<file path="src/rtl/mcts_pkg.sv">
`timescale 1ns / 1ps
// ----------------------------------------------------------------------------
// mcts_pkg
// Shared types, codes and token tables for the charset token sniffer.
// ----------------------------------------------------------------------------
package mcts_pkg;

	// Result kinds
	typedef logic [1:0] kind_t;
	localparam kind_t KIND_NAME = 2'd0;
	localparam kind_t KIND_DONE = 2'd1;
	localparam kind_t KIND_NONE = 2'd2;

	// Sequence selection codes
	localparam logic SEQ_META  = 1'b0;
	localparam logic SEQ_EQUIV = 1'b1;

	// Largest number of tokens honoured in one sequence
	localparam int TOKENS_MAX = 8;
	// Largest number of tokens held in the table for one sequence
	localparam int TOKEN_ROWS = 6;

	typedef logic [2:0] tok_idx_t;
	typedef logic [3:0] char_idx_t;

	// Byte belongs to a word: letter, digit, slash or hyphen
	function automatic logic is_word_byte(input logic [7:0] c);
		return (c >= "a" && c <= "z") || (c >= "A" && c <= "Z") ||
			(c >= "0" && c <= "9") || c == "/" || c == "-";
	endfunction

	// Fold upper case to lower case
	function automatic logic [7:0] to_lower(input logic [7:0] c);
		return (c >= "A" && c <= "Z") ? c + 8'd32 : c;
	endfunction

	// Number of tokens in the selected sequence
	function automatic logic [2:0] seq_count(input logic sel);
		return (sel == SEQ_EQUIV) ? 3'd6 : 3'd2;
	endfunction

	// Token text, right-aligned, and its length
	function automatic logic [99:0] tok_entry(input logic sel, input tok_idx_t tok);
		logic [95:0] s;
		logic [3:0]  len;
		s   = '0;
		len = '0;
		case ({sel, tok})
			{SEQ_META,  3'd0}: begin s = 96'("meta");         len = 4'd4;  end
			{SEQ_META,  3'd1}: begin s = 96'("charset");      len = 4'd7;  end
			{SEQ_EQUIV, 3'd0}: begin s = 96'("meta");         len = 4'd4;  end
			{SEQ_EQUIV, 3'd1}: begin s = 96'("http-equiv");   len = 4'd10; end
			{SEQ_EQUIV, 3'd2}: begin s = 96'("content-type"); len = 4'd12; end
			{SEQ_EQUIV, 3'd3}: begin s = 96'("content");      len = 4'd7;  end
			{SEQ_EQUIV, 3'd4}: begin s = 96'("text/html");    len = 4'd9;  end
			{SEQ_EQUIV, 3'd5}: begin s = 96'("charset");      len = 4'd7;  end
			default:           begin s = '0;                  len = 4'd0;  end
		endcase
		return {len, s};
	endfunction

	function automatic logic [3:0] tok_len(input logic sel, input tok_idx_t tok);
		logic [99:0] e;
		e = tok_entry(sel, tok);
		return e[99:96];
	endfunction

	// Character at position idx (from the left) of a token; idx below length
	function automatic logic [7:0] tok_char(input logic sel, input tok_idx_t tok,
			input char_idx_t idx);
		logic [99:0] e;
		logic [3:0]  sh;
		logic [95:0] s;
		e  = tok_entry(sel, tok);
		sh = e[99:96] - idx - 4'd1;
		s  = e[95:0] >> {sh, 3'b000};
		return s[7:0];
	endfunction

endpackage

</file>
<file path="src/rtl/mcts_ifs.sv">
`timescale 1ns / 1ps
// ----------------------------------------------------------------------------
// mcts_ifs
// Handshake channels of the charset token sniffer: document bytes in,
// result words out.
// ----------------------------------------------------------------------------
interface mcts_in_if;
	logic       valid;
	logic       ready;
	logic [7:0] in_byte;
	logic       end_of_buffer;

	modport source (output valid, in_byte, end_of_buffer, input ready);
	modport sink   (input valid, in_byte, end_of_buffer, output ready);
endinterface

interface mcts_out_if;
	logic       valid;
	logic       ready;
	logic [7:0] out_byte;
	logic [1:0] kind;
	logic       last;

	modport source (output valid, out_byte, kind, last, input ready);
	modport sink   (input valid, out_byte, kind, last, output ready);
endinterface

</file>
<file path="src/rtl/meta_charset_token_sniffer_unit.sv">
`timescale 1ns / 1ps
// ----------------------------------------------------------------------------
// meta_charset_token_sniffer_unit
// Scans document bytes for a charset declaration and streams out its name.
// ----------------------------------------------------------------------------
// Usage:
//   bytes   : one document byte per word, end_of_buffer on the last byte.
//   results : name bytes (kind 0), then name complete (kind 1, last), or
//             not found (kind 2, last) when the buffer ends first; name bytes
//             already sent are then void.
//   cfg_we / cfg_wdata : selects the short meta/charset sequence (0) or the
//             http-equiv content-type sequence (1); write only while idle.
// Timing:
//   One byte per cycle while results.ready stays high. A byte is held in the input
//   register, then classified, compared against one character of the token
//   table and its result registered in the result register.
// Reset:
//   arst_n clears the search state, the selection register and both stage
//   valids; no clearing pass is needed.
// Stall:
//   The result register holds while results.ready is low; the input stage takes
//   at most one more byte and then drops bytes.ready until the result moves.
// ----------------------------------------------------------------------------
module meta_charset_token_sniffer_unit #(
	parameter int TOKEN_LEN_MAX = 16
) (
	input  logic       clk,
	input  logic       arst_n,
	mcts_in_if.sink    bytes,
	mcts_out_if.source results,
	input  logic       cfg_we,
	input  logic       cfg_wdata
);
	import mcts_pkg::*;

	localparam int WL_W = $clog2(TOKEN_LEN_MAX + 1);

	localparam logic [1:0] PH_SEARCH = 2'd0;
	localparam logic [1:0] PH_NAME   = 2'd1;
	localparam logic [1:0] PH_DONE   = 2'd2;

	// Configuration
	logic sel_q;

	// Input stage
	logic       valid_s1;
	logic [7:0] byte_s1;
	logic       eob_s1;

	// Search state
	logic [1:0]      phase_q;
	tok_idx_t        tok_q;
	logic            begun_q;
	logic            in_word_q;
	logic [WL_W-1:0] wl_q;
	logic            differs_q;
	logic            angle_q;
	logic [7:0]      prior_q;

	// Result stage
	logic       valid_s2;
	logic [7:0] byte_s2;
	kind_t      kind_s2;
	logic       last_s2;

	logic fire_s1;

	// Next-state and result
	logic [1:0]      phase_d;
	tok_idx_t        tok_d;
	logic            begun_d;
	logic            in_word_d;
	logic [WL_W-1:0] wl_d;
	logic            differs_d;
	logic            angle_d;
	logic            res_v;
	logic [7:0]      res_byte;
	kind_t           res_kind;

	logic            word_b;
	logic            tok_ok;
	logic [3:0]      tlen;
	logic [WL_W-1:0] wl_eff;
	logic [7:0]      wl8;
	logic [7:0]      wlq8;
	logic [7:0]      tchar;
	logic            equal;

	assign fire_s1       = valid_s1 && (!valid_s2 || results.ready);
	assign bytes.ready   = !valid_s1 || fire_s1;

	assign results.valid    = valid_s2;
	assign results.out_byte = byte_s2;
	assign results.kind     = kind_s2;
	assign results.last     = last_s2;

	// Hold the sequence selection
	always_ff @(posedge clk or negedge arst_n) begin
		if (!arst_n) begin
			sel_q <= SEQ_META;
		end else if (cfg_we) begin
			sel_q <= cfg_wdata;
		end
	end

	// Register the incoming byte
	always_ff @(posedge clk or negedge arst_n) begin
		if (!arst_n) begin
			valid_s1 <= 1'b0;
		end else if (bytes.ready) begin
			valid_s1 <= bytes.valid;
		end
	end

	always_ff @(posedge clk) begin
		if (bytes.valid && bytes.ready) begin
			byte_s1 <= bytes.in_byte;
			eob_s1  <= bytes.end_of_buffer;
		end
	end

	// Classify the byte and compare it against the current token
	always_comb begin
		word_b  = is_word_byte(byte_s1);
		tok_ok  = (tok_q < seq_count(sel_q)) && (32'(tok_q) < TOKENS_MAX) &&
			(32'(tok_q) < TOKEN_ROWS);
		tlen    = tok_len(sel_q, tok_q);
		wl_eff  = in_word_q ? wl_q : '0;
		wl8     = 8'(wl_eff);
		wlq8    = 8'(wl_q);
		tchar   = tok_char(sel_q, tok_q, wl8[3:0]);
		equal   = tok_ok && !differs_q && (wlq8 == 8'(tlen));

		phase_d   = phase_q;
		tok_d     = tok_q;
		begun_d   = begun_q;
		in_word_d = in_word_q;
		wl_d      = wl_q;
		differs_d = differs_q;
		angle_d   = angle_q;
		res_v     = 1'b0;
		res_byte  = '0;
		res_kind  = KIND_NAME;

		case (phase_q)
			PH_SEARCH: begin
				if (word_b) begin
					in_word_d = 1'b1;
					if (!in_word_q) begin
						angle_d = (prior_q == "<");
					end
					differs_d = (in_word_q && differs_q) || !tok_ok ||
						!(wl8 < 8'(tlen)) || (to_lower(byte_s1) != tchar);
					wl_d = (wl8 < 8'(TOKEN_LEN_MAX)) ? WL_W'(wl_eff + 1'b1) : wl_eff;
				end else if (in_word_q) begin
					in_word_d = 1'b0;
					if (equal) begin
						if (begun_q || angle_q) begin
							begun_d = 1'b1;
							tok_d   = tok_q + 3'd1;
							if (tok_d >= seq_count(sel_q)) begin
								phase_d = PH_NAME;
							end
						end
					end else if (begun_q) begin
						begun_d = 1'b0;
						tok_d   = '0;
					end
				end
			end
			PH_NAME: begin
				if (word_b) begin
					in_word_d = 1'b1;
					res_v     = 1'b1;
					res_byte  = byte_s1;
					res_kind  = KIND_NAME;
				end else if (in_word_q) begin
					in_word_d = 1'b0;
					phase_d   = PH_DONE;
					res_v     = 1'b1;
					res_kind  = KIND_DONE;
				end
			end
			default: begin
				// done: ignore bytes until the buffer ends
			end
		endcase

		// Close the search at buffer end
		if (eob_s1) begin
			if (phase_d != PH_DONE) begin
				res_v    = 1'b1;
				res_byte = '0;
				res_kind = KIND_NONE;
			end
		end
	end

	// Advance the search state
	always_ff @(posedge clk or negedge arst_n) begin
		if (!arst_n) begin
			phase_q   <= PH_SEARCH;
			tok_q     <= '0;
			begun_q   <= 1'b0;
			in_word_q <= 1'b0;
			wl_q      <= '0;
			differs_q <= 1'b0;
			angle_q   <= 1'b0;
			prior_q   <= '0;
		end else if (fire_s1) begin
			if (eob_s1) begin
				phase_q   <= PH_SEARCH;
				tok_q     <= '0;
				begun_q   <= 1'b0;
				in_word_q <= 1'b0;
				wl_q      <= '0;
				differs_q <= 1'b0;
				angle_q   <= 1'b0;
				prior_q   <= '0;
			end else begin
				phase_q   <= phase_d;
				tok_q     <= tok_d;
				begun_q   <= begun_d;
				in_word_q <= in_word_d;
				wl_q      <= wl_d;
				differs_q <= differs_d;
				angle_q   <= angle_d;
				prior_q   <= byte_s1;
			end
		end
	end

	// Load or drain the result register
	always_ff @(posedge clk or negedge arst_n) begin
		if (!arst_n) begin
			valid_s2 <= 1'b0;
		end else if (fire_s1) begin
			valid_s2 <= res_v;
		end else if (results.ready) begin
			valid_s2 <= 1'b0;
		end
	end

	always_ff @(posedge clk) begin
		if (fire_s1 && res_v) begin
			byte_s2 <= res_byte;
			kind_s2 <= res_kind;
			last_s2 <= (res_kind != KIND_NAME);
		end
	end

	// Checks
	a_phase_code: assert property (@(posedge clk) disable iff (!arst_n)
		phase_q == PH_SEARCH || phase_q == PH_NAME || phase_q == PH_DONE)
		else $error("search phase left its codes");

	a_eob_clears: assert property (@(posedge clk) disable iff (!arst_n)
		(fire_s1 && eob_s1) |=> (phase_q == PH_SEARCH && tok_q == '0 &&
			!in_word_q && !begun_q && prior_q == '0))
		else $error("buffer end did not clear the search");

	a_name_byte_class: assert property (@(posedge clk) disable iff (!arst_n)
		(valid_s2 && kind_s2 == KIND_NAME) |-> is_word_byte(byte_s2))
		else $error("name byte outside the word class");

	a_last_kind: assert property (@(posedge clk) disable iff (!arst_n)
		valid_s2 |-> (last_s2 == (kind_s2 != KIND_NAME)))
		else $error("last flag disagrees with kind");

	a_name_phase: assert property (@(posedge clk) disable iff (!arst_n)
		(fire_s1 && res_v && res_kind == KIND_DONE) |-> phase_q == PH_NAME)
		else $error("name complete outside the name phase");

endmodule

</file>
<file path="src/flat_wrapper.sv">
// flat-port wrapper written by rule: the top's interface ports become plain ports
module meta_charset_token_sniffer_unit_flat import mcts_pkg::*;
#(
	parameter int TOKEN_LEN_MAX = 16
)
  (clk, arst_n, cfg_we, cfg_wdata, bytes_valid, bytes_in_byte, bytes_end_of_buffer, bytes_ready, results_valid, results_out_byte, results_kind, results_last, results_ready);
  mcts_in_if bytes_i ();
  mcts_out_if results_i ();
  input  logic clk;
  input  logic arst_n;
  input  logic cfg_we;
  input  logic cfg_wdata;
  input wire logic [$bits(bytes_i.valid)-1:0] bytes_valid;
  input wire logic [$bits(bytes_i.in_byte)-1:0] bytes_in_byte;
  input wire logic [$bits(bytes_i.end_of_buffer)-1:0] bytes_end_of_buffer;
  output wire logic [$bits(bytes_i.ready)-1:0] bytes_ready;
  output wire logic [$bits(results_i.valid)-1:0] results_valid;
  output wire logic [$bits(results_i.out_byte)-1:0] results_out_byte;
  output wire logic [$bits(results_i.kind)-1:0] results_kind;
  output wire logic [$bits(results_i.last)-1:0] results_last;
  input wire logic [$bits(results_i.ready)-1:0] results_ready;
  assign bytes_i.valid = bytes_valid;
  assign bytes_i.in_byte = bytes_in_byte;
  assign bytes_i.end_of_buffer = bytes_end_of_buffer;
  assign bytes_ready = bytes_i.ready;
  assign results_valid = results_i.valid;
  assign results_out_byte = results_i.out_byte;
  assign results_kind = results_i.kind;
  assign results_last = results_i.last;
  assign results_i.ready = results_ready;
  meta_charset_token_sniffer_unit #(.TOKEN_LEN_MAX(TOKEN_LEN_MAX)) u_core (.clk(clk), .arst_n(arst_n), .bytes(bytes_i), .results(results_i), .cfg_we(cfg_we), .cfg_wdata(cfg_wdata));
endmodule
</file>
<file path="config.mk">
export PLATFORM = sky130hd
export DESIGN_NAME = meta_charset_token_sniffer_unit_flat
export DESIGN_NICKNAME = d
export VERILOG_FILES = /design/src/rtl/mcts_pkg.sv /design/src/rtl/mcts_ifs.sv /design/src/rtl/meta_charset_token_sniffer_unit.sv /design/src/flat_wrapper.sv
export SDC_FILE = /design/constraint.sdc
export NUM_CORES = 1
export LEC_CHECK = 0
export BUFFER_PORTS_ARGS = -buffer_cell sky130_fd_sc_hd__buf_2
export CAP_MARGIN = 30
export CORE_ASPECT_RATIO = 1.2
export CORE_UTILIZATION = 40
export DETAILED_ROUTE_END_ITERATION = 10
export SLEW_MARGIN = 15
export SYNTH_ARGS = -nofsm -noshare
export SYNTH_HDL_FRONTEND = slang
export SYNTH_SLANG_ARGS = --single-unit
</file>
<file path="constraint.sdc">
create_clock -name clk -period 8.3 [get_ports clk]
set_input_delay 0.83 -clock clk [delete_from_list [all_inputs] [get_ports clk]]
set_output_delay 0.83 -clock clk [all_outputs]
set_load 0.02 [all_outputs]
</file>
Yosys cells after proc, flatten, opt, wreduce, memory -nomap -nowiden
Memories as Yosys holds them, arrays and structs flattened.
Index checks and enable logic that the tools add are counted.
{"block": "word_totals", "mem_count": 2, "regBits": 45, "output_inout_bits": 13, "elab_cells": 140, "in_bits": 15, "mem_bits_ro": 2432}
{"block": "classes", "n_reduce_logical": 39, "eq_ne": 10, "n_mux": 56, "shift": 1, "order_cmp": 11, "n_addsub": 5}
{"memory": "(name not given)", "depth": 16, "width": 76, "read_ports": 1, "rd_clocked_by_memory_dff": 0, "wr": 0, "line": "mcts_pkg.sv:48", "text": "case ({sel, tok})"}
{"memory": "(name not given)", "depth": 16, "width": 76, "read_ports": 1, "rd_clocked_by_memory_dff": 0, "wr": 0, "line": "mcts_pkg.sv:48"}
{"op": "right shift 96 x 7 -> 8 bit", "n": 1}
{"op": "2-to-1 mux 8 bit", "n": 6}
{"op": "2-to-1 mux 5 bit", "n": 5}
{"op": "== test 8 x 6 -> 1 bit, second input constant", "n": 3}
{"op": "2-to-1 mux 1 bit", "n": 24}
{"op": "2-to-1 mux 2 bit", "n": 12}
{"op": "2-to-1 mux 3 bit", "n": 8}
{"op": ">= comparator 8 x 7 -> 1 bit, second input constant", "n": 2}
{"op": "<= comparator 8 x 7 -> 1 bit, second input constant", "n": 2}
{"op": "nonzero test 2 bit", "n": 6}
{"op": "logical AND 1 bit", "n": 10}
{"op": "logical OR 1 bit", "n": 10}
{"op": "adder 8 x 6 -> 8 bit, second input constant", "n": 1}
{"op": ">= comparator 8 x 6 -> 1 bit, second input constant", "n": 1}
{"op": "<= comparator 8 x 6 -> 1 bit, second input constant", "n": 1}
{"op": "!= test 8 bit", "n": 1}
{"op": "AND reduction 6 bit", "n": 1}
{"op": "adder 5 x 1 -> 5 bit, second input constant", "n": 1}
{"op": "== test 5 x 4 -> 1 bit", "n": 1}
{"op": "logical NOT 1 bit", "n": 5}
{"op": "less-than comparator 5 x 4 -> 1 bit", "n": 1}
{"op": "less-than comparator 5 bit, second input constant", "n": 1}
{"op": "AND reduction 5 bit", "n": 1}
{"op": "!= test 2 x 1 -> 1 bit, second input constant", "n": 2}
{"op": "other kinds (16)", "n": 16}

Depth between registers and ports, before layout
{"block": "logic_depth", "word_depth": 13, "ltp_mapped": 18, "mapped_depth_nobuf": 15}

Least setup slack after synthesis
Ideal clock, no wire load.
{"block": "synth_timing", "kind": "register -> register", "start": "reg u_core.tok_q[1]", "end": "reg u_core.differs_q", "setup_time_ns": 0.124, "arrival_time_ns": 4.155, "path_buffers": 3, "t_required_ns": 8.176, "path_stages_with_launch": 18, "synth_period_minus_slack_ns": 4.279, "slack_ns": 4.021, "path_cell_list": "dfrtp_1 -> buf_2 -> inv_1 -> ha_1 -> clkbuf_1 -> nand3_1 -> o21ai_0 -> inv_1 -> fa_1 -> buf_2 -> mux2i_1 -> o32ai_1 -> a311oi_1 -> a31oi_2 -> xnor2_1 -> mux2_1 -> or3b_1 -> a211o_1"}
{"block": "synth_via", "elab_chain_len": 9, "word_cells_on_any_way": 18, "classes_between": "add/sub (2); order compare (3); eq/ne (1); shift (1); mux (3); reduce/logical (6); memory (2)"}
{"item": "start: declaration", "line": "meta_charset_token_sniffer_unit.sv:52", "text": "tok_idx_t tok_q;"}
{"item": "start signal: assignment", "line": "meta_charset_token_sniffer_unit.sv:222", "text": "tok_q <= tok_d;"}
{"item": "memory read (16 x 76 bit), or another cell as far along"}
{"item": "subtractor 4 bit / logical AND 1 bit (equally long branches)", "line": "mcts_pkg.sv:75, meta_charset_token_sniffer_unit.sv:125"}
{"item": "subtractor 4 x 1 -> 4 bit / logical NOT 1 bit (equally long branches)", "line": "mcts_pkg.sv:75, meta_charset_token_sniffer_unit.sv:152"}
{"item": "right shift 96 x 7 -> 8 bit / logical OR 1 bit (equally long branches)", "line": "mcts_pkg.sv:76, meta_charset_token_sniffer_unit.sv:152"}
{"item": "!= test 8 bit / logical OR 1 bit (equally long branches)", "line": "meta_charset_token_sniffer_unit.sv:153, meta_charset_token_sniffer_unit.sv:152"}
{"item": "logical OR 1 bit *", "line": "meta_charset_token_sniffer_unit.sv:153", "text": "!(wl8 < 8'(tlen)) || (to_lower(byte_s1) != tchar);"}
{"item": "2-to-1 mux 1 bit *", "line": "meta_charset_token_sniffer_unit.sv:147", "text": "if (word_b) begin"}
{"item": "2-to-1 mux 1 bit *", "line": "meta_charset_token_sniffer_unit.sv:145", "text": "case (phase_q)"}
{"item": "2-to-1 mux 1 bit *", "line": "meta_charset_token_sniffer_unit.sv:211", "text": "if (eob_s1) begin"}
{"item": "end signal: assignment", "line": "meta_charset_token_sniffer_unit.sv:226", "text": "differs_q <= differs_d;"}
{"item": "end: declaration", "line": "meta_charset_token_sniffer_unit.sv:56", "text": "logic differs_q;"}
Mark *: on every way between the ends. The rest lies on a longest branch, timed or not. The select of a mux whose other input is x is not followed.
A chain may end at the register's enable or synchronous reset.

Worst setup path after layout
Same ends and word-level chain as after synthesis.

==> impl_metrics.py <==
metrics = {
    "outcome": {
        "status": "finished, final reports clean",
    },
    "synth": {
        "async_flop_share": 0.556,
        "synth_fp_nets": 450,
        "synth_enable_flop_cells": 20,
        "synth_top_family_by_area": "compound AO/OA/AOI/OAI gates",
        "synth_seq_area_share": 0.340,
        "syn_area_sq_um": 3600,
        "synth_area_leader_cell": "dfrtp_1",
        "yosys.area_share.simple": 0.206,
        "synth_top_area_frac": 0.174,
        "synth_xor_area_frac": 0.0410,
        "ys_warn_count": 0,
        "synthCells": 413,
        "avgSynthCellArea_sq_um": 8.72,
        "ys.flop_type": "dfrtp_1",
        "ys_types": 72,
        "yosys.area_share.adder": 0.0785,
        "synthTopCellsByArea": "dfrtp_1 (17%), edfxtp_1 (17%), ha_1 (7.3%)",
        "synth_seq_cells": 45,
        "synth.area.mux_share": 0.0382,
        "synth-compound-area-share": 0.235,
    },
    "drt": {
        "routed_via_density": 5.76,
        "first_iter_violations": 129,
        "ant_nets": 0,
        "wl_per_cell_microns": 16.5,
        "first_pass_iters": 4,
        "wirelength_mm": 8.90,
        "drcViolationCount": 0,
        "via_count": 3111,
    },
    "grt": {
        "grt_pass1_vias": 2916,
        "grt_pass1_wl_mm": 14.5,
        "antenna_found_initial": 0,
        "track_usage": 0.200,
        "grt-ovfl-total": 0,
        "grt_max_degree": 39,
    },
    "placement": {
        "place.gp.congestion": 0.872,
        "io_buffers": 27,
        "dp_hpwl_mm": 6.49,
    },
    "timing": {
        "timing.fmax_mhz": 192,
        "drv_slew": 0,
        "min_period_over_period": 0.628,
        "setup_tns_ns": 0,
        "hold_viol_final": 0,
        "rsz0062_at_grt": "no",
        "min_period_ns": 5.21,
        "worst_slew_pin_slew_ns": 0.899,
        "slew_headroom": 0.401,
        "finalSetupViolCount": 0,
        "fin_worst_skew_ns": 0.00941,
    },
    "min_path": {
        "hp-class": "flop to flop",
    },
    "die": {
        "fp.dieH_microns": 106,
        "die_area_sq_um": 9390,
        "initial_core_util": 0.416,
        "num_io_pins": 28,
        "die_w_microns": 88.6,
        "core_sq_um": 8660,
        "rows": 37,
    },
    "critical_path": {
        "slowest_stage": "fa_1",
        "critPathLaunch": "u_core.tok_q[1]",
        "critical_path_required_ns": 8.50,
        "r2r_start": "u_core.tok_q[1]",
        "critPathCaptureType": "flop",
        "max_stage_delay_ns": 1.01,
        "crit_fanout": 20,
        "criticalPathCategory": "flop to flop",
        "rrSetupSlack_ns": 3.09,
        "crit_chain": "inv_1 > ha_1 > mux2i_1 > o21ai_1 > ha_1 > inv_1 > fa_1 > mux2i_1 > o32ai_1 > a311oi_1 > a31oi_2 > xnor2_1 > mux2_1 > or3b_1 > a211o_1",
        "endpoint": "u_core.differs_q",
        "r2r_cells": 15,
        "cp.arrival_ns": 5.41,
        "start_kind": "flop",
        "reg2reg_to": "u_core.differs_q",
    },
    "clock_network": {
        "cts_resized": 0,
        "h-tree-depth": 2,
        "clk_latency_ns": 0.31,
        "path_clk_slew_ns": 0.09,
        "cts.sinks": 45,
        "cts_root_buf": "clkbuf_8",
        "numCtsBuffers": 5,
        "cts_setup_buffers": 0,
        "cts_hold_buf": 0,
        "cts_tree": "done",
        "cts_buffer_depth": 2,
    },
    "final_layout": {
        "final_nets": 459,
        "drive_above_1_share": 0.116,
        "syn_to_final_growth_pct": 8.61,
        "diodes": 0,
    },
    "power_and_ir_drop": {
        "ir_drop_mv": 0.0626,
        "p_per_area_nw_per_um2": 150,
        "p_total_uw": 585,
        "power.leakage_uw": 0.00155,
    },
    "job": {
        "maxCapViolCount": 0,
    },
}
==> flip-flops by register name, summed over array words and instances, names as in the netlist <==
register,count
u_core.wl_q,5
u_core.results.last,1
u_core.in_word_q,1
u_core.angle_q,1
u_core.phase_q,2
u_core.valid_s1,1
u_core.byte_s1,8
u_core.results.out_byte,8
u_core.results.valid,1
u_core.differs_q,1
u_core.prior_q,8
u_core.results.kind,2
u_core.eob_s1,1
u_core.tok_q,3
u_core.begun_q,1
u_core.sel_q,1
==> routing by layer <==
layer / track usage / up-vias / wire length (microns)
li1: - / 1514 / -
met1: 0.259 / 1496 / 3810
met2: 0.332 / 78 / 4450
met3: 0.0280 / 23 / 367
met4: 0.0806 / 0 / 273
met5: 0 / - / 0
==> cell usage after synthesis, types with 3 or more instances <==
| cell type | count |
|---|---|
| a21oi_1 | 22 |
| o21ai_0 | 33 |
| a31oi_1 | 7 |
| o22ai_1 | 5 |
| a21o_1 | 3 |
| edfxtp_1 | 20 |
| nand3b_1 | 6 |
| and2_1 | 10 |
| clkbuf_1 | 13 |
| a211o_1 | 3 |
| a311oi_1 | 3 |
| nor3_1 | 8 |
| dfrtp_1 | 25 |
| xor2_1 | 8 |
| nor2_1 | 18 |
| a2111oi_0 | 3 |
| nand2_1 | 36 |
| inv_1 | 19 |
| ha_1 | 21 |
| nor2b_1 | 5 |
| mux2i_1 | 10 |
| o21bai_1 | 3 |
| o31ai_1 | 4 |
| a22oi_1 | 3 |
| o211ai_1 | 5 |
| a22o_1 | 4 |
| nand3_1 | 8 |
| a211oi_1 | 9 |
| xnor2_1 | 7 |
| buf_2 | 12 |
| o21ai_1 | 5 |
| nand2b_1 | 25 |
| a32o_1 | 3 |
==> worst max-delay path, delay by kind of cell, from the launching register on <==
kind / cells / cell delay (ns)
simple gates: 1 / 0.37
fa+ha+maj: 3 / 1.73
flops: 1 / 0.52
compound gates: 5 / 1.15
xor+xnor: 1 / 0.27
mux: 3 / 0.76
buf+inv: 2 / 0.32
==> kinds of logic (layout without fill, tap and decap cells) <==
group / count (synthesis) / after routing
adders and majority gates: 22 / 22
DFF: 45 / 45
AOI/OAI and AO/OA: 129 / 129
xor gates and xnor gates: 16 / 16
and+or+nand+nor: 137 / 137
buffers and inverters: 50 / 60
muxes: 13 / 13
other: 1 / 1
==> cell usage in the layout, fill, tap and decap left out, types with 6 or more instances in the layout <==
cell type | netlist | layout
nand2_1 | 36 | 36
o21ai_0 | 33 | 33
buf_2 | 12 | 27
nand2b_1 | 25 | 25
dfrtp_1 | 25 | 25
a21oi_1 | 22 | 22
ha_1 | 21 | 21
edfxtp_1 | 20 | 20
inv_1 | 19 | 19
nor2_1 | 18 | 18
mux2i_1 | 10 | 10
and2_1 | 10 | 10
a211oi_1 | 9 | 9
nand3_1 | 8 | 8
nor3_1 | 8 | 8
xor2_1 | 8 | 8
a31oi_1 | 7 | 7
xnor2_1 | 7 | 7
nand3b_1 | 6 | 6
==> report_power, final <==
part           switching [uW]  internal [uW]
Sequential               16.8            251
Combinational            70.7           45.5
Clock                    79.9            121
==> how the worst min path moves through the flow <==
stage	startpoint	cells after the start	end
after global routing	u_core.prior_q[7]	2	u_core.prior_q[7]
after CTS	u_core.prior_q[7]	2	u_core.prior_q[7]
after detailed placement	u_core.prior_q[7]	2	u_core.prior_q[7]
after global placement	u_core.prior_q[0]	2	u_core.prior_q[0]
final	u_core.prior_q[7]	2	u_core.prior_q[7]
after floorplan	u_core.prior_q[7]	2	u_core.prior_q[7]
==> metrics by stage <==
step           worst slack, ns  utilization  instance area (sq um)  hold WS, ns  std cells
2_1_floorplan             4.02            -                   3600        0.440        413
3_3_place_gp              3.28        0.436                   3770        0.457        532
3_5_place_dp              3.15        0.436                   3770        0.464        532
4_1_cts                   3.13        0.452                   3910        0.485        540
5_1_grt                   2.69        0.452                   3910        0.498        540
6_report                  3.09        0.452                   3910        0.480        540
==> final cells by class <==
cell class,instances,area (sq um)
fillers,889,4740
multi-input cells,318,2160
inverters,22,82.6
clock inverters,3,68.8
well taps,117,146
clock buffers,5,68.8
repair buffers,30,158
flip-flops and latches,45,1230
No activity file was read; power rests on OpenSTA's default activity.
